`src/hdl/vzp_pkg.sv`:
```
// Shared types, constants and helpers for the viewport zoom/pan tracker.
`default_nettype none

package vzp_pkg;

    // World and panel geometry in pixels.
    localparam int WORLD_WIDTH  = 1280;
    localparam int WORLD_HEIGHT = 960;
    localparam int VIEW_WIDTH   = 320;
    localparam int VIEW_HEIGHT  = 240;

    // Zoom codes: 25 << code percent.
    localparam logic [2:0] ZOOM_OVERVIEW = 3'd0;
    localparam logic [2:0] ZOOM_MAX      = 3'd4;

    // Item modes.
    localparam logic MODE_ZOOM = 1'b0;
    localparam logic MODE_PAN  = 1'b1;

    // Largest focus distance, in quarter-world units, for reusing a saved view.
    localparam int MATCH_TOL = 4;

    // Viewport origin and retained focus of the active level.
    typedef struct packed {
        logic [2:0]  zoom;
        logic [12:0] ox;
        logic [11:0] oy;
        logic [12:0] fx;
        logic [11:0] fy;
    } t_view_state;

    // One remembered view of a tiled level.
    typedef struct packed {
        logic [12:0] ox;
        logic [11:0] oy;
        logic [12:0] fx;
        logic [11:0] fy;
    } t_saved;

    // Write port into the saved-view store.
    typedef struct packed {
        logic       en;
        logic [1:0] idx;
        t_saved     data;
    } t_save_wr;

    // Pan-edge flags.
    typedef struct packed {
        logic up;
        logic left;
        logic right;
        logic down;
    } t_pan_flags;

    // Largest x origin at a tiled level.
    function automatic logic signed [15:0] max_org_x(input logic [2:0] z);
        int w;
        w = (WORLD_WIDTH << z) >> 2;
        return 16'(w - VIEW_WIDTH);
    endfunction

    // Largest y origin at a tiled level.
    function automatic logic signed [15:0] max_org_y(input logic [2:0] z);
        int h;
        h = (WORLD_HEIGHT << z) >> 2;
        return 16'(h - VIEW_HEIGHT);
    endfunction

    // Limit to hi first, then floor at zero.
    function automatic logic signed [15:0] clamp_org(input logic signed [15:0] v,
                                                     input logic signed [15:0] hi);
        logic signed [15:0] r;
        r = (v > hi) ? hi : v;
        if (r < 16'sd0) begin
            r = 16'sd0;
        end
        return r;
    endfunction

endpackage

`default_nettype wire

```
`src/hdl/viewport_zoom_pan_tracker.sv`:
```
// Top level of the viewport zoom/pan tracker: state, saved views and result register.
`default_nettype none

// Takes one zoom or pan beat per clock while the output is not stalled and returns
// one result beat in the cycle after it is accepted. The whole update (focus rescaling
// by shifts, origin clamps and the saved-view match) is a single combinational pass
// from the held state and the input beat into the state and the result register, so
// the block sustains one beat per cycle. A result waiting on the output does
// not stall the input unless the downstream side holds i_ready low; the input
// is ready whenever the result register is empty or being emptied. The four
// saved views live in flip-flops with a valid bit each, cleared by reset.

module viewport_zoom_pan_tracker (
    input  wire                i_clk,
    input  wire                i_rst_n,
    input  wire                i_valid,
    output logic               o_ready,
    input  wire                i_mode,
    input  wire [2:0]          i_zoom_req,
    input  wire signed [13:0]  i_request_x,
    input  wire signed [13:0]  i_request_y,
    input  wire signed [10:0]  i_panel_focus_x,
    input  wire signed [10:0]  i_panel_focus_y,
    output logic               o_valid,
    input  wire                i_ready,
    output logic               o_accepted,
    output logic [2:0]         o_zoom_now,
    output logic [12:0]        o_view_x,
    output logic [11:0]        o_view_y,
    output logic [12:0]        o_focus_quarter_x,
    output logic [11:0]        o_focus_quarter_y,
    output logic               o_can_pan_up,
    output logic               o_can_pan_left,
    output logic               o_can_pan_right,
    output logic               o_can_pan_down
);

    vzp_pkg::t_view_state r_state;
    vzp_pkg::t_view_state n_state;
    vzp_pkg::t_saved      r_saved [4];
    logic [3:0]           r_saved_valid;
    logic                 r_out_valid;
    logic                 r_accepted;
    vzp_pkg::t_view_state r_res;
    vzp_pkg::t_pan_flags  r_flags;
    vzp_pkg::t_pan_flags  n_flags;
    vzp_pkg::t_save_wr    save_wr;
    logic [1:0]           rd_idx;
    logic                 ok;
    logic                 in_fire;

    // Accept a beat when the result register is empty or draining.
    assign o_ready = !r_out_valid || i_ready;
    assign in_fire = i_valid && o_ready;

    vzp_next u_next (
        .i_cur           (r_state),
        .i_mode          (i_mode),
        .i_zoom_req      (i_zoom_req),
        .i_request_x     (i_request_x),
        .i_request_y     (i_request_y),
        .i_panel_focus_x (i_panel_focus_x),
        .i_panel_focus_y (i_panel_focus_y),
        .i_rd_entry      (r_saved[rd_idx]),
        .i_rd_valid      (r_saved_valid[rd_idx]),
        .o_rd_idx        (rd_idx),
        .o_ok            (ok),
        .o_next          (n_state),
        .o_save          (save_wr),
        .o_flags         (n_flags)
    );

    // Advance the viewport state and its valid bits.
    always_ff @(posedge i_clk) begin
        if (!i_rst_n) begin
            r_state       <= '0;
            r_saved_valid <= '0;
        end else if (in_fire) begin
            r_state <= n_state;
            if (save_wr.en) begin
                r_saved_valid[save_wr.idx] <= 1'b1;
            end
        end
    end

    // Write the saved view of the level being left.
    always_ff @(posedge i_clk) begin
        if (in_fire && save_wr.en) begin
            r_saved[save_wr.idx] <= save_wr.data;
        end
    end

    // Hold the result beat until it is taken.
    always_ff @(posedge i_clk) begin
        if (!i_rst_n) begin
            r_out_valid <= 1'b0;
        end else if (in_fire) begin
            r_out_valid <= 1'b1;
        end else if (i_ready) begin
            r_out_valid <= 1'b0;
        end
    end

    // Capture the result of each accepted beat.
    always_ff @(posedge i_clk) begin
        if (in_fire) begin
            r_accepted <= ok;
            r_res      <= n_state;
            r_flags    <= n_flags;
        end
    end

    assign o_valid           = r_out_valid;
    assign o_accepted        = r_accepted;
    assign o_zoom_now        = r_res.zoom;
    assign o_view_x          = r_res.ox;
    assign o_view_y          = r_res.oy;
    assign o_focus_quarter_x = r_res.fx;
    assign o_focus_quarter_y = r_res.fy;
    assign o_can_pan_up      = r_flags.up;
    assign o_can_pan_left    = r_flags.left;
    assign o_can_pan_right   = r_flags.right;
    assign o_can_pan_down    = r_flags.down;

endmodule

`default_nettype wire

```
`src/hdl/vzp_next.sv`:
```
// Next-state and result logic for one zoom or pan item.
`default_nettype none

module vzp_next (
    input  wire vzp_pkg::t_view_state i_cur,
    input  wire                       i_mode,
    input  wire [2:0]                 i_zoom_req,
    input  wire signed [13:0]         i_request_x,
    input  wire signed [13:0]         i_request_y,
    input  wire signed [10:0]         i_panel_focus_x,
    input  wire signed [10:0]         i_panel_focus_y,
    input  wire vzp_pkg::t_saved      i_rd_entry,
    input  wire                       i_rd_valid,
    output logic [1:0]                o_rd_idx,
    output logic                      o_ok,
    output vzp_pkg::t_view_state      o_next,
    output vzp_pkg::t_save_wr         o_save,
    output vzp_pkg::t_pan_flags       o_flags
);

    logic [2:0]         tz;
    logic [9:0]         pfx;
    logic [9:0]         pfy;
    logic               ok;
    logic signed [15:0] pan_ox;
    logic signed [15:0] pan_oy;
    logic [12:0]        base_ox;
    logic [11:0]        base_oy;
    logic [13:0]        sum_x;
    logic [12:0]        sum_y;
    logic [2:0]         up_sh;
    logic [12:0]        sv_fx;
    logic [11:0]        sv_fy;
    logic [12:0]        fcx;
    logic [11:0]        fcy;
    logic [17:0]        lvx;
    logic [16:0]        lvy;
    logic [13:0]        flx;
    logic [12:0]        fly;
    logic signed [15:0] cx;
    logic signed [15:0] cy;
    logic signed [13:0] dx;
    logic signed [12:0] dy;
    logic               match;
    logic               in_view;
    logic signed [15:0] mxn;
    logic signed [15:0] myn;

    // Saturate the zoom code and qualify the panel focus.
    always_comb begin
        tz  = (i_zoom_req > vzp_pkg::ZOOM_MAX) ? vzp_pkg::ZOOM_MAX : i_zoom_req;
        pfx = i_panel_focus_x[9:0];
        pfy = i_panel_focus_y[9:0];
        ok  = !i_panel_focus_x[10] && !i_panel_focus_y[10] &&
              ({1'b0, pfx} < 11'(vzp_pkg::VIEW_WIDTH)) &&
              ({1'b0, pfy} < 11'(vzp_pkg::VIEW_HEIGHT));
    end

    // Clamp a pan request to the current level.
    always_comb begin
        pan_ox = vzp_pkg::clamp_org(16'(i_request_x), vzp_pkg::max_org_x(i_cur.zoom));
        pan_oy = vzp_pkg::clamp_org(16'(i_request_y), vzp_pkg::max_org_y(i_cur.zoom));
    end

    // Focus of the view being left, in quarter-world units.
    always_comb begin
        base_ox = (i_mode == vzp_pkg::MODE_PAN) ? pan_ox[12:0] : i_cur.ox;
        base_oy = (i_mode == vzp_pkg::MODE_PAN) ? pan_oy[11:0] : i_cur.oy;
        sum_x   = {1'b0, base_ox} + {4'b0, pfx};
        sum_y   = {1'b0, base_oy} + {3'b0, pfy};
        up_sh   = vzp_pkg::ZOOM_MAX - i_cur.zoom;
        sv_fx   = sum_x[12:0] << up_sh;
        sv_fy   = sum_y[11:0] << up_sh;
    end

    // Retained focus mapped onto the target level, and the centered origin.
    always_comb begin
        fcx = (i_cur.zoom != vzp_pkg::ZOOM_OVERVIEW) ? sv_fx : i_cur.fx;
        fcy = (i_cur.zoom != vzp_pkg::ZOOM_OVERVIEW) ? sv_fy : i_cur.fy;
        lvx = ({5'b0, fcx} << tz) + 18'd8;
        lvy = ({5'b0, fcy} << tz) + 17'd8;
        flx = lvx[17:4];
        fly = lvy[16:4];
        cx  = vzp_pkg::clamp_org($signed({2'b0, flx}) - $signed({6'b0, pfx}),
                                 vzp_pkg::max_org_x(tz));
        cy  = vzp_pkg::clamp_org($signed({3'b0, fly}) - $signed({6'b0, pfy}),
                                 vzp_pkg::max_org_y(tz));
    end

    // Check whether the target level's saved view can be reused.
    always_comb begin
        o_rd_idx = 2'(tz - 3'd1);
        dx       = $signed({1'b0, i_rd_entry.fx}) - $signed({1'b0, fcx});
        dy       = $signed({1'b0, i_rd_entry.fy}) - $signed({1'b0, fcy});
        match    = (dx >= -14'(vzp_pkg::MATCH_TOL)) && (dx <= 14'(vzp_pkg::MATCH_TOL)) &&
                   (dy >= -13'(vzp_pkg::MATCH_TOL)) && (dy <= 13'(vzp_pkg::MATCH_TOL));
        in_view  = ({2'b0, flx} >= {3'b0, i_rd_entry.ox}) &&
                   ({2'b0, flx} < ({3'b0, i_rd_entry.ox} + 16'(vzp_pkg::VIEW_WIDTH))) &&
                   ({3'b0, fly} >= {4'b0, i_rd_entry.oy}) &&
                   ({3'b0, fly} < ({4'b0, i_rd_entry.oy} + 16'(vzp_pkg::VIEW_HEIGHT)));
    end

    // Select the next state and the store write.
    always_comb begin
        o_next           = i_cur;
        o_save.en        = 1'b0;
        o_save.idx       = 2'(i_cur.zoom - 3'd1);
        o_save.data.ox   = base_ox;
        o_save.data.oy   = base_oy;
        o_save.data.fx   = sv_fx;
        o_save.data.fy   = sv_fy;
        if (ok && i_mode == vzp_pkg::MODE_PAN) begin
            if (i_cur.zoom == vzp_pkg::ZOOM_OVERVIEW) begin
                o_next.ox = '0;
                o_next.oy = '0;
            end else begin
                o_next.ox = pan_ox[12:0];
                o_next.oy = pan_oy[11:0];
                o_next.fx = sv_fx;
                o_next.fy = sv_fy;
                o_save.en = 1'b1;
            end
        end else if (ok && tz != i_cur.zoom) begin
            if (i_cur.zoom != vzp_pkg::ZOOM_OVERVIEW) begin
                o_save.en = 1'b1;
            end
            o_next.fx   = fcx;
            o_next.fy   = fcy;
            o_next.zoom = tz;
            if (tz == vzp_pkg::ZOOM_OVERVIEW) begin
                o_next.ox = '0;
                o_next.oy = '0;
            end else if (i_rd_valid && match && in_view) begin
                o_next.ox = i_rd_entry.ox;
                o_next.oy = i_rd_entry.oy;
            end else begin
                o_next.ox = cx[12:0];
                o_next.oy = cy[11:0];
            end
        end
    end

    // Pan-edge flags of the state after the item.
    always_comb begin
        mxn = vzp_pkg::max_org_x(o_next.zoom);
        myn = vzp_pkg::max_org_y(o_next.zoom);
        if (o_next.zoom == vzp_pkg::ZOOM_OVERVIEW) begin
            o_flags = '0;
        end else begin
            o_flags.up    = (o_next.oy != '0);
            o_flags.left  = (o_next.ox != '0);
            o_flags.right = ($signed({3'b0, o_next.ox}) < mxn);
            o_flags.down  = ($signed({4'b0, o_next.oy}) < myn);
        end
    end

    assign o_ok = ok;

endmodule

`default_nettype wire

```
`config.mk`:
```
export PLATFORM = sky130hd
export DESIGN_NAME = viewport_zoom_pan_tracker
export DESIGN_NICKNAME = d
export VERILOG_FILES = /design/src/hdl/vzp_pkg.sv /design/src/hdl/viewport_zoom_pan_tracker.sv /design/src/hdl/vzp_next.sv
export SDC_FILE = /design/constraint.sdc
export NUM_CORES = 1
export LEC_CHECK = 0
export BUFFER_PORTS_ARGS = -buffer_cell sky130_fd_sc_hd__buf_2
export CORE_ASPECT_RATIO = 0.7
export CORE_MARGIN = 5
export CORE_UTILIZATION = 35
export CTS_CLUSTER_DIAMETER = 80
export CTS_CLUSTER_SIZE = 12
export DETAILED_ROUTE_END_ITERATION = 8
export PLACE_DENSITY = 0.51
export SLEW_MARGIN = 20
export SYNTH_ARGS = -nofsm -noshare
export SYNTH_HDL_FRONTEND = slang
export SYNTH_SLANG_ARGS = --single-unit
```
`constraint.sdc`:
```
create_clock -name i_clk -period 30.1 [get_ports i_clk]
set_input_delay 4.515 -clock i_clk [delete_from_list [all_inputs] [get_ports i_clk]]
set_output_delay 4.515 -clock i_clk [all_outputs]
set_load 0.01 [all_outputs]
```
==> results.sh, run 1 <==
export IMPL_min_path_type="reg2reg"
export IMPL_initial_utilization_pct=35.4
export IMPL_worstMarginPinSlew_ns=1.13
export IMPL_vias=20400
export IMPL_final_setup_tns_ns=0
export IMPL_vdd_ir_drop_max_uv=33.4
export IMPL_h_tree_depth=2
export IMPL_power_density_mw_per_mm2=59.9
export IMPL_cp_start_kind="input port"
export IMPL_grt_max_degree=66
export IMPL_ctsHoldBuffers=0
export IMPL_yosys_top_cells_area="edfxtp_1 33%, ha_1 9.9%, mux4_2 5.0%"
export IMPL_design_area_mm2=0.0261
export IMPL_clockPowerShare_pct=26.9
export IMPL_path_class="in2reg"
export IMPL_gp_congestion=0.962
export IMPL_synthesis_area_mm2=0.0235
export IMPL_timing_final_crit_period_ns=17.51
export IMPL_p_leak_nw=10.1
export IMPL_cp_max_fo=10
export IMPL_clockRootBuffer="clkbuf_16"
export IMPL_fin_nets=2810
export IMPL_die_x_um=320
export IMPL_routed_wl_um=86400
export IMPL_n_antenna_cell=0
export IMPL_cts_tree="yes"
export IMPL_synth_edf_count=258
export IMPL_drc=0
export IMPL_drt_initial_drc_count=2302
export IMPL_portBuffers=117
export IMPL_crit_path_end_kind="register"
export IMPL_drive_gt1_share_pct=12.6
export IMPL_path_delay_family="compound AO/OA/AOI/OAI gates"
export IMPL_grt_overflow_total=0
export IMPL_cts_buffers=36
export IMPL_cts_setup_buffers=0
export IMPL_postSynthAreaPerCell_um2=9.49
export IMPL_via_per_inst=5.86
export IMPL_path_clk_slew_ns=0.06
export IMPL_synth_seq_cells=316
export IMPL_grt_pass1_vias=19500
export IMPL_antenna_left=0
export IMPL_cts_resized=0
export IMPL_yosysSeqAreaShare_pct=37.8
export IMPL_final_hold_viol_count=0
export IMPL_fp_coreArea_mm2=0.0665
export IMPL_fin_crit_sh_pct=58.2
export IMPL_holdPathEnd="r_saved_valid[0]"
export IMPL_post_drt_wl_per_cell_um=24.9
export IMPL_die_area_mm2=0.0726
export IMPL_setup_viol=0
export IMPL_p_int_w=0.000947
export IMPL_grt_use_met1_pct=34.5
export IMPL_slew_violations=0
export IMPL_gr_usage_met3_pct=6.85
export IMPL_clock_skew_ns=0.0256
export IMPL_required_ns=30.54
export IMPL_num_rows=79
export IMPL_clock_sinks=316
export IMPL_min_from="r_saved_valid[0]"
export IMPL_grtUsageTotal_pct=23.0
export IMPL_p_sw_w=0.000618
export IMPL_r2r_start="r_state[50]"
export IMPL_seq_power_share_pct=32.1
export IMPL_critPathArrivalTime_ns=17.95
export IMPL_combPwrFrac_pct=40.9
export IMPL_critPathSlowestCell="a41oi_1"
export IMPL_io_pin_count=118
export IMPL_status="finished, final reports clean"
export IMPL_whs_ns=0.465
export IMPL_worst_r2r_path_depth=58
export IMPL_layout_common_cells="258 x edfxtp_1, 242 x nor2_1, 232 x nand2_1, 186 x ha_1, 158 x a21oi_1"
export IMPL_firstDrtPassIters=5
export IMPL_min_delay_path_depth=1
export IMPL_rsz0062_at_grt="false"
export IMPL_cts_path_max_buffers=3
export IMPL_synth_top_area_cell="edfxtp_1"
export IMPL_swShare_pct=39.5
export IMPL_ys_flop_type="edfxtp_1"
export IMPL_clk_latency_ns=0.57
export IMPL_area_growth_pct=11.0
export IMPL_slowest_delay_ns=0.70
export IMPL_placed_area_mm2=0.0251
export IMPL_path_common_cell="o21ai_0"
export IMPL_fmax_ghz=0.0571
export IMPL_grt_pass1_wl_um=127000
export IMPL_rr_endpoint="o_can_pan_down"
export IMPL_path_buf_inv=2
export IMPL_syn_inst=2480
export IMPL_async_reset_ff_share_pct=0
export IMPL_antenna_found_initial=0
export IMPL_final_common_cell="edfxtp_1"
export IMPL_slew_headroom_pct=24.2
export IMPL_final_util_pct=39.3
export IMPL_synth_top_area_share_pct=32.9
export IMPL_top_usage_layer="met1"
export IMPL_die_height_um=227
export IMPL_dp_hpwl_um=64200
export IMPL_met2_usage_pct=32.7
export IMPL_yosys_warnings=0
export IMPL_drv_cap=0
export IMPL_synthDistinctLibCells=109
export IMPL_rrSetupSlack_ns=13.67
## final cells by class
cell class,instances,area (um^2)
tap,891,1110
sequential,316,8910
multi-input combinational,1898,13600
inverter,159,602
clock buffer,54,990
clock inverter,9,71.3
fill,6677,40400
timing repair buffer,148,818
## synthesized netlist by cell type, drive strengths merged (35+ instances only)
master / instances
a211oi: 50
o21ai: 163
nand3: 51
buf: 43
a21o: 46
clkbuf: 65
inv: 153
nor3: 60
mux4: 52
xnor2: 64
a21oi: 159
nand2b: 35
ha: 187
nand2: 232
nor2: 245
edfxtp: 258
dfxtp: 58
## flip-flops by register name, summed over array words and instances, names as in the netlist, 3 cells and up
name,flops
r_saved,200
o_view_x,13
o_view_y,12
r_state,53
o_zoom_now,3
r_saved_valid,4
o_focus_quarter_x,13
o_focus_quarter_y,12
## worst max-delay path by stage
stage | startpoint | endpoint | slack (ns) | cells after the start
5_1_grt | i_request_y[13] | o_can_pan_down | 11.72 | 50
3_5_place_dp | i_request_x[7] | o_can_pan_right | 12.27 | 51
3_3_place_gp | i_request_x[7] | o_can_pan_right | 12.36 | 52
6_report | i_request_x[7] | o_can_pan_right | 12.59 | 51
2_1_floorplan | i_request_x[7] | o_can_pan_right | 15.68 | 50
4_1_cts | i_request_x[7] | o_can_pan_right | 12.79 | 51
## metal layers
metal / routed length, um / vias to the layer above / part of all wire, %
li1: - / 9437 / -
met1: 40600 / 9941 / 47
met2: 34900 / 883 / 40
met3: 9040 / 116 / 10
met4: 1890 / 0 / 2.2
met5: 0 / - / 0
## cell families after synthesis
logic type                 count (synthesis)  synth area share [%]
xor gates and xnor gates                  97                  3.67
AOI/OAI and AO/OA                        685                  19.6
and+or+nand+nor                          833                  17.4
buffers and inverters                    267                  4.55
adders and majority gates                193                  10.4
DFF                                      316                  37.8
other                                      2                0.0319
muxes                                     87                  6.51
## per-stage QoR
| step | setup slack (ns) | power (W) | std cells |
|---|---|---|---|
| finish | 12.59 | 0.00157 | 3475 |
| global route | 11.72 | 0.00165 | 3475 |
| CTS | 12.79 | 0.00156 | 3475 |
| detailed placement | 12.27 | 0.00113 | 3412 |
| global placement | 12.36 | 0.00113 | 3412 |
| floorplan | 15.68 | 0.000947 | 2481 |
## power by group through the flow
stage,Combinational (W),Sequential (W),Clock [W]
after CTS,0.000626,0.000503,0.000432
after floorplan,0.000434,0.000513,0
final,0.000641,0.000503,0.000421
after detailed placement,0.000622,0.000512,0
after global routing,0.000699,0.000504,0.000452
after global placement,0.000613,0.000512,0
## worst reg2reg max path: cells and delay by family, from the launching register on
| family | cells | cell delay, ns |
|---|---|---|
| buffers and inverters | 6 | 1.57 |
| AO/OA/AOI/OAI | 27 | 6.95 |
| flip-flops | 1 | 0.75 |
| adder cells (fa/ha/maj) | 7 | 2.54 |
| XOR/XNOR | 1 | 0.31 |
| multiplexers | 1 | 0.11 |
| AND/OR/NAND/NOR | 16 | 4.08 |
Power figures use the tool's default switching activity.
==> run 2: changes to the inputs <==
PLACE_DENSITY = 0.53   (was 0.51)
clock period = 15.5 ns   (was 30.1 ns; I/O delays follow)
==> run 2 against run 1 <==
- first-iteration DRC count down 3.1%
- clock skew up 0.0043 ns
- final area down 0.19%
- total power up 90%
- final cell count about the same
- largest cell class unchanged
- count of clock-buffer cells in the layout up 1
- routed wire length up 0.86%
- non-clock buffer count up 8
- setup slack worse by 12 ns
- core utilization down 0.075 points
- combinational power up 98%
==> results.sh, run 2 (synthesis gave the netlist of run 1 again) <==
export IMPL_cts_setup_buffers=0
export IMPL_final_hold_viol_count=0
export IMPL_drv_cap=0
export IMPL_clockPowerShare_pct=24.6
export IMPL_drive_gt1_share_pct=12.6
export IMPL_initial_utilization_pct=35.4
export IMPL_final_util_pct=39.2
export IMPL_seq_power_share_pct=32.8
export IMPL_via_per_inst=5.87
export IMPL_layout_setup_ws_ns=0.769
export IMPL_grt_use_met1_pct=35.6
export IMPL_rsz0062_at_grt="false"
export IMPL_cp_start_kind="input port"
export IMPL_grt_max_degree=65
export IMPL_fin_nets=2813
export IMPL_power_density_mw_per_mm2=114
export IMPL_critPathArrivalTime_ns=15.22
export IMPL_swShare_pct=39.8
export IMPL_largest_register="r_saved"
export IMPL_grt_overflow_total=0
export IMPL_required_ns=15.98
export IMPL_die_x_um=320
export IMPL_setup_viol=0
export IMPL_path_common_cell="a21oi_1"
export IMPL_drt_initial_drc_count=2231
export IMPL_largest_register_ffs=200
export IMPL_grtUsageTotal_pct=23.1
export IMPL_clock_skew_ns=0.0299
export IMPL_dp_hpwl_um=66000
export IMPL_layout_common_cells="258 x edfxtp_1, 240 x nor2_1, 232 x nand2_1, 186 x ha_1, 158 x a21oi_1"
export IMPL_post_drt_wl_per_cell_um=25.1
export IMPL_dp_worst_setup_slack_ns=-0.255
export IMPL_die_height_um=227
export IMPL_cts_buffers=31
export IMPL_grt_pass1_wl_um=128000
export IMPL_antenna_found_initial=0
export IMPL_critPathSlowestCell="or4b_2"
export IMPL_cp_max_fo=10
export IMPL_crit_path_end_kind="register"
export IMPL_num_rows=79
export IMPL_clk_latency_ns=0.61
export IMPL_area_growth_pct=10.8
export IMPL_p_leak_nw=10.1
export IMPL_vias=20400
export IMPL_met2_usage_pct=33.2
export IMPL_grt_pass1_vias=19300
export IMPL_slowest_delay_ns=0.72
export IMPL_top_usage_layer="met1"
export IMPL_gr_usage_met3_pct=5.39
export IMPL_status="finished, final reports clean"
export IMPL_clock_sinks=316
export IMPL_timing_final_crit_period_ns=14.73
export IMPL_antenna_left=0
export IMPL_cts_tree="yes"
export IMPL_drc=0
export IMPL_io_pin_count=118
export IMPL_portBuffers=117
export IMPL_combPwrFrac_pct=42.7
export IMPL_path_delay_family="compound AO/OA/AOI/OAI gates"
export IMPL_clockRootBuffer="clkbuf_16"
export IMPL_vdd_ir_drop_max_uv=82.5
export IMPL_gp_congestion=0.942
export IMPL_path_class="in2reg"
export IMPL_final_common_cell="edfxtp_1"
export IMPL_die_area_mm2=0.0726
export IMPL_final_setup_tns_ns=0
export IMPL_fin_crit_sh_pct=95.0
export IMPL_fp_coreArea_mm2=0.0665
export IMPL_slew_headroom_pct=23.0
export IMPL_reg_top3="r_saved: 200 flops, r_state: 53 flops"
export IMPL_whs_ns=0.470
export IMPL_p_int_w=0.00179
export IMPL_path_buf_inv=3
export IMPL_fmax_ghz=0.0679
export IMPL_worstMarginPinSlew_ns=1.14
export IMPL_slew_violations=0
export IMPL_routed_wl_um=87100
export IMPL_firstDrtPassIters=6
export IMPL_path_clk_slew_ns=0.07
export IMPL_h_tree_depth=1
export IMPL_cts_path_max_buffers=3
export IMPL_p_sw_w=0.00118
export IMPL_rrSetupSlack_ns=1.00
export IMPL_min_path_type="reg2reg"
[run 2: cell count changes in the layout (fill, tap and decap cells not counted), sizes merged]
cell,change
diode,+1
clkinv,-3
clkbuf,+1
inv,-2
clkinvlp,-2
buf,+8
[run 2: timing repair]
item | 4_1_cts | 5_1_grt
hold buffers | 0 | 0
gates resized for setup | 0 | 6
endpoints found under the hold margin | 0 | 0
endpoints found under the setup margin | 0 | 3
[run 2: area by class of cell]
type,count,area [um^2]
inverter,159,602
tap,891,1110
clock inverter,2,16.3
timing repair buffer,156,898
antenna,1,2.50
sequential,316,8910
fill,6684,40400
clock buffer,55,897
multi-input combinational,1898,13600
[run 2: through the flow]
step | area, um^2 | power (W) | std cells
floorplan | 23500 | 0.00184 | 2481
global placement | 25100 | 0.00220 | 3419
detailed placement | 25100 | 0.00222 | 3419
CTS | 26000 | 0.00296 | 3476
global route | 26100 | 0.00314 | 3477
finish | 26100 | 0.00297 | 3478
[run 2: power groups by stage]
stage	sequential (W)	clock (W)	combinational, W
finish	0.000973	0.000730	0.00127
floorplan	0.000996	0	0.000844
detailed placement	0.000992	0	0.00123
global placement	0.000991	0	0.00121
CTS	0.000973	0.000754	0.00124
global route	0.000974	0.000785	0.00138
[run 2: worst paths after layout]
kind                                  startpoint               end  depth (start not counted)
worst max-delay path              i_request_x[7]    o_can_pan_down                         50
worst min-delay path            r_saved_valid[0]  r_saved_valid[0]                          1
worst max register to register       r_state[51]    o_can_pan_down                         53
worst min register to register  r_saved_valid[0]  r_saved_valid[0]                          1
[run 2: per-layer routing]
layer	vias up	wire length (um)	share of wire (%)
li1	9436	-	-
met4	0	1690	1.9
met3	109	7190	8.2
met1	10000	42700	49
met2	830	35500	41
met5	-	0	0
==> run 3: changes to the inputs <==
CORE_UTILIZATION = 40   (was 35)
PLACE_DENSITY = 0.59   (was 0.53)
SKIP_CTS_REPAIR_TIMING = 1   (was unset)
==> run 3 against run 2 <==
- non-clock buffer count fell by 3
- routed wire length fell by 3.4%
- critical path depth rose by 4
- global-route usage grew 2.6 points
- combinational power about the same
- critical endpoint is now o_can_pan_right
- count of clock-buffer cells in the layout down 1
- total power increased by 2.1%
- sequential share of layout area rose by 0.080 points
- die area is 12% lower
==> results.sh, run 3 (synthesis gave the netlist of run 1 again) <==
export IMPL_portBuffers=117
export IMPL_cp_num_cells=54
export IMPL_grt_overflow_total=0
export IMPL_slowest_delay_ns=0.57
export IMPL_path_buf_inv=3
export IMPL_layout_common_cells="258 x edfxtp_1, 240 x nor2_1, 232 x nand2_1, 186 x ha_1, 157 x a21oi_1"
export IMPL_antenna_found_initial=0
export IMPL_via_per_inst=6.12
export IMPL_fin_crit_sh_pct=93.8
export IMPL_drc=0
export IMPL_timing_final_crit_period_ns=14.54
export IMPL_final_util_pct=44.6
export IMPL_drive_gt1_share_pct=12.9
export IMPL_min_delay_path_depth=1
export IMPL_required_ns=15.94
export IMPL_die_area_mm2=0.0639
export IMPL_clock_skew_ns=0.0342
export IMPL_initial_utilization_pct=40.4
export IMPL_gp_congestion=0.991
export IMPL_grt_pass1_wl_um=125000
export IMPL_drt_initial_drc_count=2331
export IMPL_slew_headroom_pct=13.7
export IMPL_vdd_ir_drop_max_uv=69.3
export IMPL_path_class="reg2reg"
export IMPL_die_height_um=213
export IMPL_dp_cells=3286
export IMPL_cp_start_kind="register"
export IMPL_die_x_um=300
export IMPL_clockRootBuffer="clkbuf_16"
export IMPL_fp_coreArea_mm2=0.0583
export IMPL_grt_max_degree=65
export IMPL_critPathSlowestCell="ha_1"
export IMPL_h_tree_depth=2
export IMPL_grtUsageTotal_pct=25.7
export IMPL_antenna_left=0
export IMPL_clock_sinks=316
export IMPL_setup_viol=0
export IMPL_final_hold_viol_count=0
export IMPL_rsz0062_at_grt="false"
export IMPL_path_common_cell="o21ai_0"
export IMPL_firstDrtPassIters=6
export IMPL_fin_nets=2813
export IMPL_reg_top3="r_saved: 200 flops, r_state: 53 flops"
export IMPL_status="finished, final reports clean"
export IMPL_power_density_mw_per_mm2=116
export IMPL_r2r_start="r_state[50]"
export IMPL_drv_cap=0
export IMPL_largest_register="r_saved"
export IMPL_worst_r2r_path_depth=54
export IMPL_area_growth_pct=10.5
export IMPL_n_antenna_cell=0
export IMPL_cts_path_max_buffers=3
export IMPL_post_drt_wl_per_cell_um=25.2
export IMPL_fmax_ghz=0.0688
export IMPL_num_rows=74
export IMPL_io_pin_count=118
export IMPL_path_clk_slew_ns=0.07
export IMPL_dp_hpwl_um=63500
export IMPL_cts_tree="yes"
export IMPL_grt_pass1_vias=19500
export IMPL_routed_wl_um=84200
export IMPL_largest_register_ffs=200
export IMPL_clk_latency_ns=0.56
export IMPL_critPathArrivalTime_ns=14.98
export IMPL_holdPathEnd="r_saved_valid[3]"
export IMPL_vias=20500
export IMPL_crit_path_end_kind="register"
export IMPL_post_layout_nonfiller_instances=3347
export IMPL_min_path_type="reg2reg"
export IMPL_min_from="r_saved_valid[3]"
export IMPL_p_leak_nw=10.2
export IMPL_n_fill_cell=5691
export IMPL_cts_buffers=34
export IMPL_cp_max_fo=37
export IMPL_path_delay_family="compound AO/OA/AOI/OAI gates"
export IMPL_slew_violations=0
export IMPL_rrSetupSlack_ns=0.96
export IMPL_rr_endpoint="o_can_pan_right"
export IMPL_final_common_cell="edfxtp_1"
export IMPL_worstMarginPinSlew_ns=1.29
[run 3: cell count changes in the layout (fill, tap and decap cells not counted), sizes merged]
cell,before,now
buf,156,153
bufinv,0,1
clkbuf,55,54
clkinv,6,9
clkinvlp,0,1
diode,1,0
[run 3: area by class of cell]
| type | instances | area [um^2] | area share [%] |
|---|---|---|---|
| Clock inverter | 7 | 76.3 | 0.293 |
| Tap cell | 760 | 951 | 3.65 |
| Inverter | 159 | 602 | 2.31 |
| Multi-Input combinational cell | 1898 | 13700 | 52.5 |
| Sequential cell | 316 | 8910 | 34.2 |
| Clock buffer | 54 | 957 | 3.68 |
| Timing Repair Buffer | 153 | 860 | 3.30 |
[run 3: how the worst max path moves through the flow]
| stage | startpoint | to | slack, ns |
|---|---|---|---|
| after floorplan | r_state[50] | o_can_pan_down | 2.63 |
| after global routing | r_state[50] | o_can_pan_right | 0.09 |
| after detailed placement | i_request_x[7] | o_can_pan_right | -0.02 |
| after global placement | i_request_x[7] | o_can_pan_right | -0.002 |
| final | r_state[50] | o_can_pan_right | 0.96 |
| after CTS | r_state[50] | o_can_pan_right | 0.39 |
[run 3: power breakdown]
part / switching [W] / internal [W] / total, W / leakage, nW
combinational: 0.000824 / 0.000434 / 0.00126 / 6.81
clock: 0.000356 / 0.000444 / 0.000800 / 0.492
sequential: 0.00000734 / 0.000966 / 0.000973 / 2.86
total: 0.00119 / 0.00184 / 0.00303 / 10.2
[run 3: metal layers]
metal	vias to the layer above	wire, um	track usage, %
li1	9460	-	-
met1	10100	40300	39.4
met2	858	35300	38.0
met3	103	7150	5.00
met4	0	1440	5.08
met5	-	0	0
[run 3: stage by stage]
step	power [W]	hold WS (ns)	setup TNS (ns)	instance area (um^2)	setup WS, ns
CTS	0.00301	0.469	0	26000	0.389
global route	0.00319	0.488	0	26000	0.0895
detailed placement	0.00221	0.453	-0.0195	24900	-0.0195
finish	0.00303	0.470	0	26000	0.956
global placement	0.00220	0.443	-0.00204	24900	-0.00204
floorplan	0.00184	0.435	0	23500	2.63
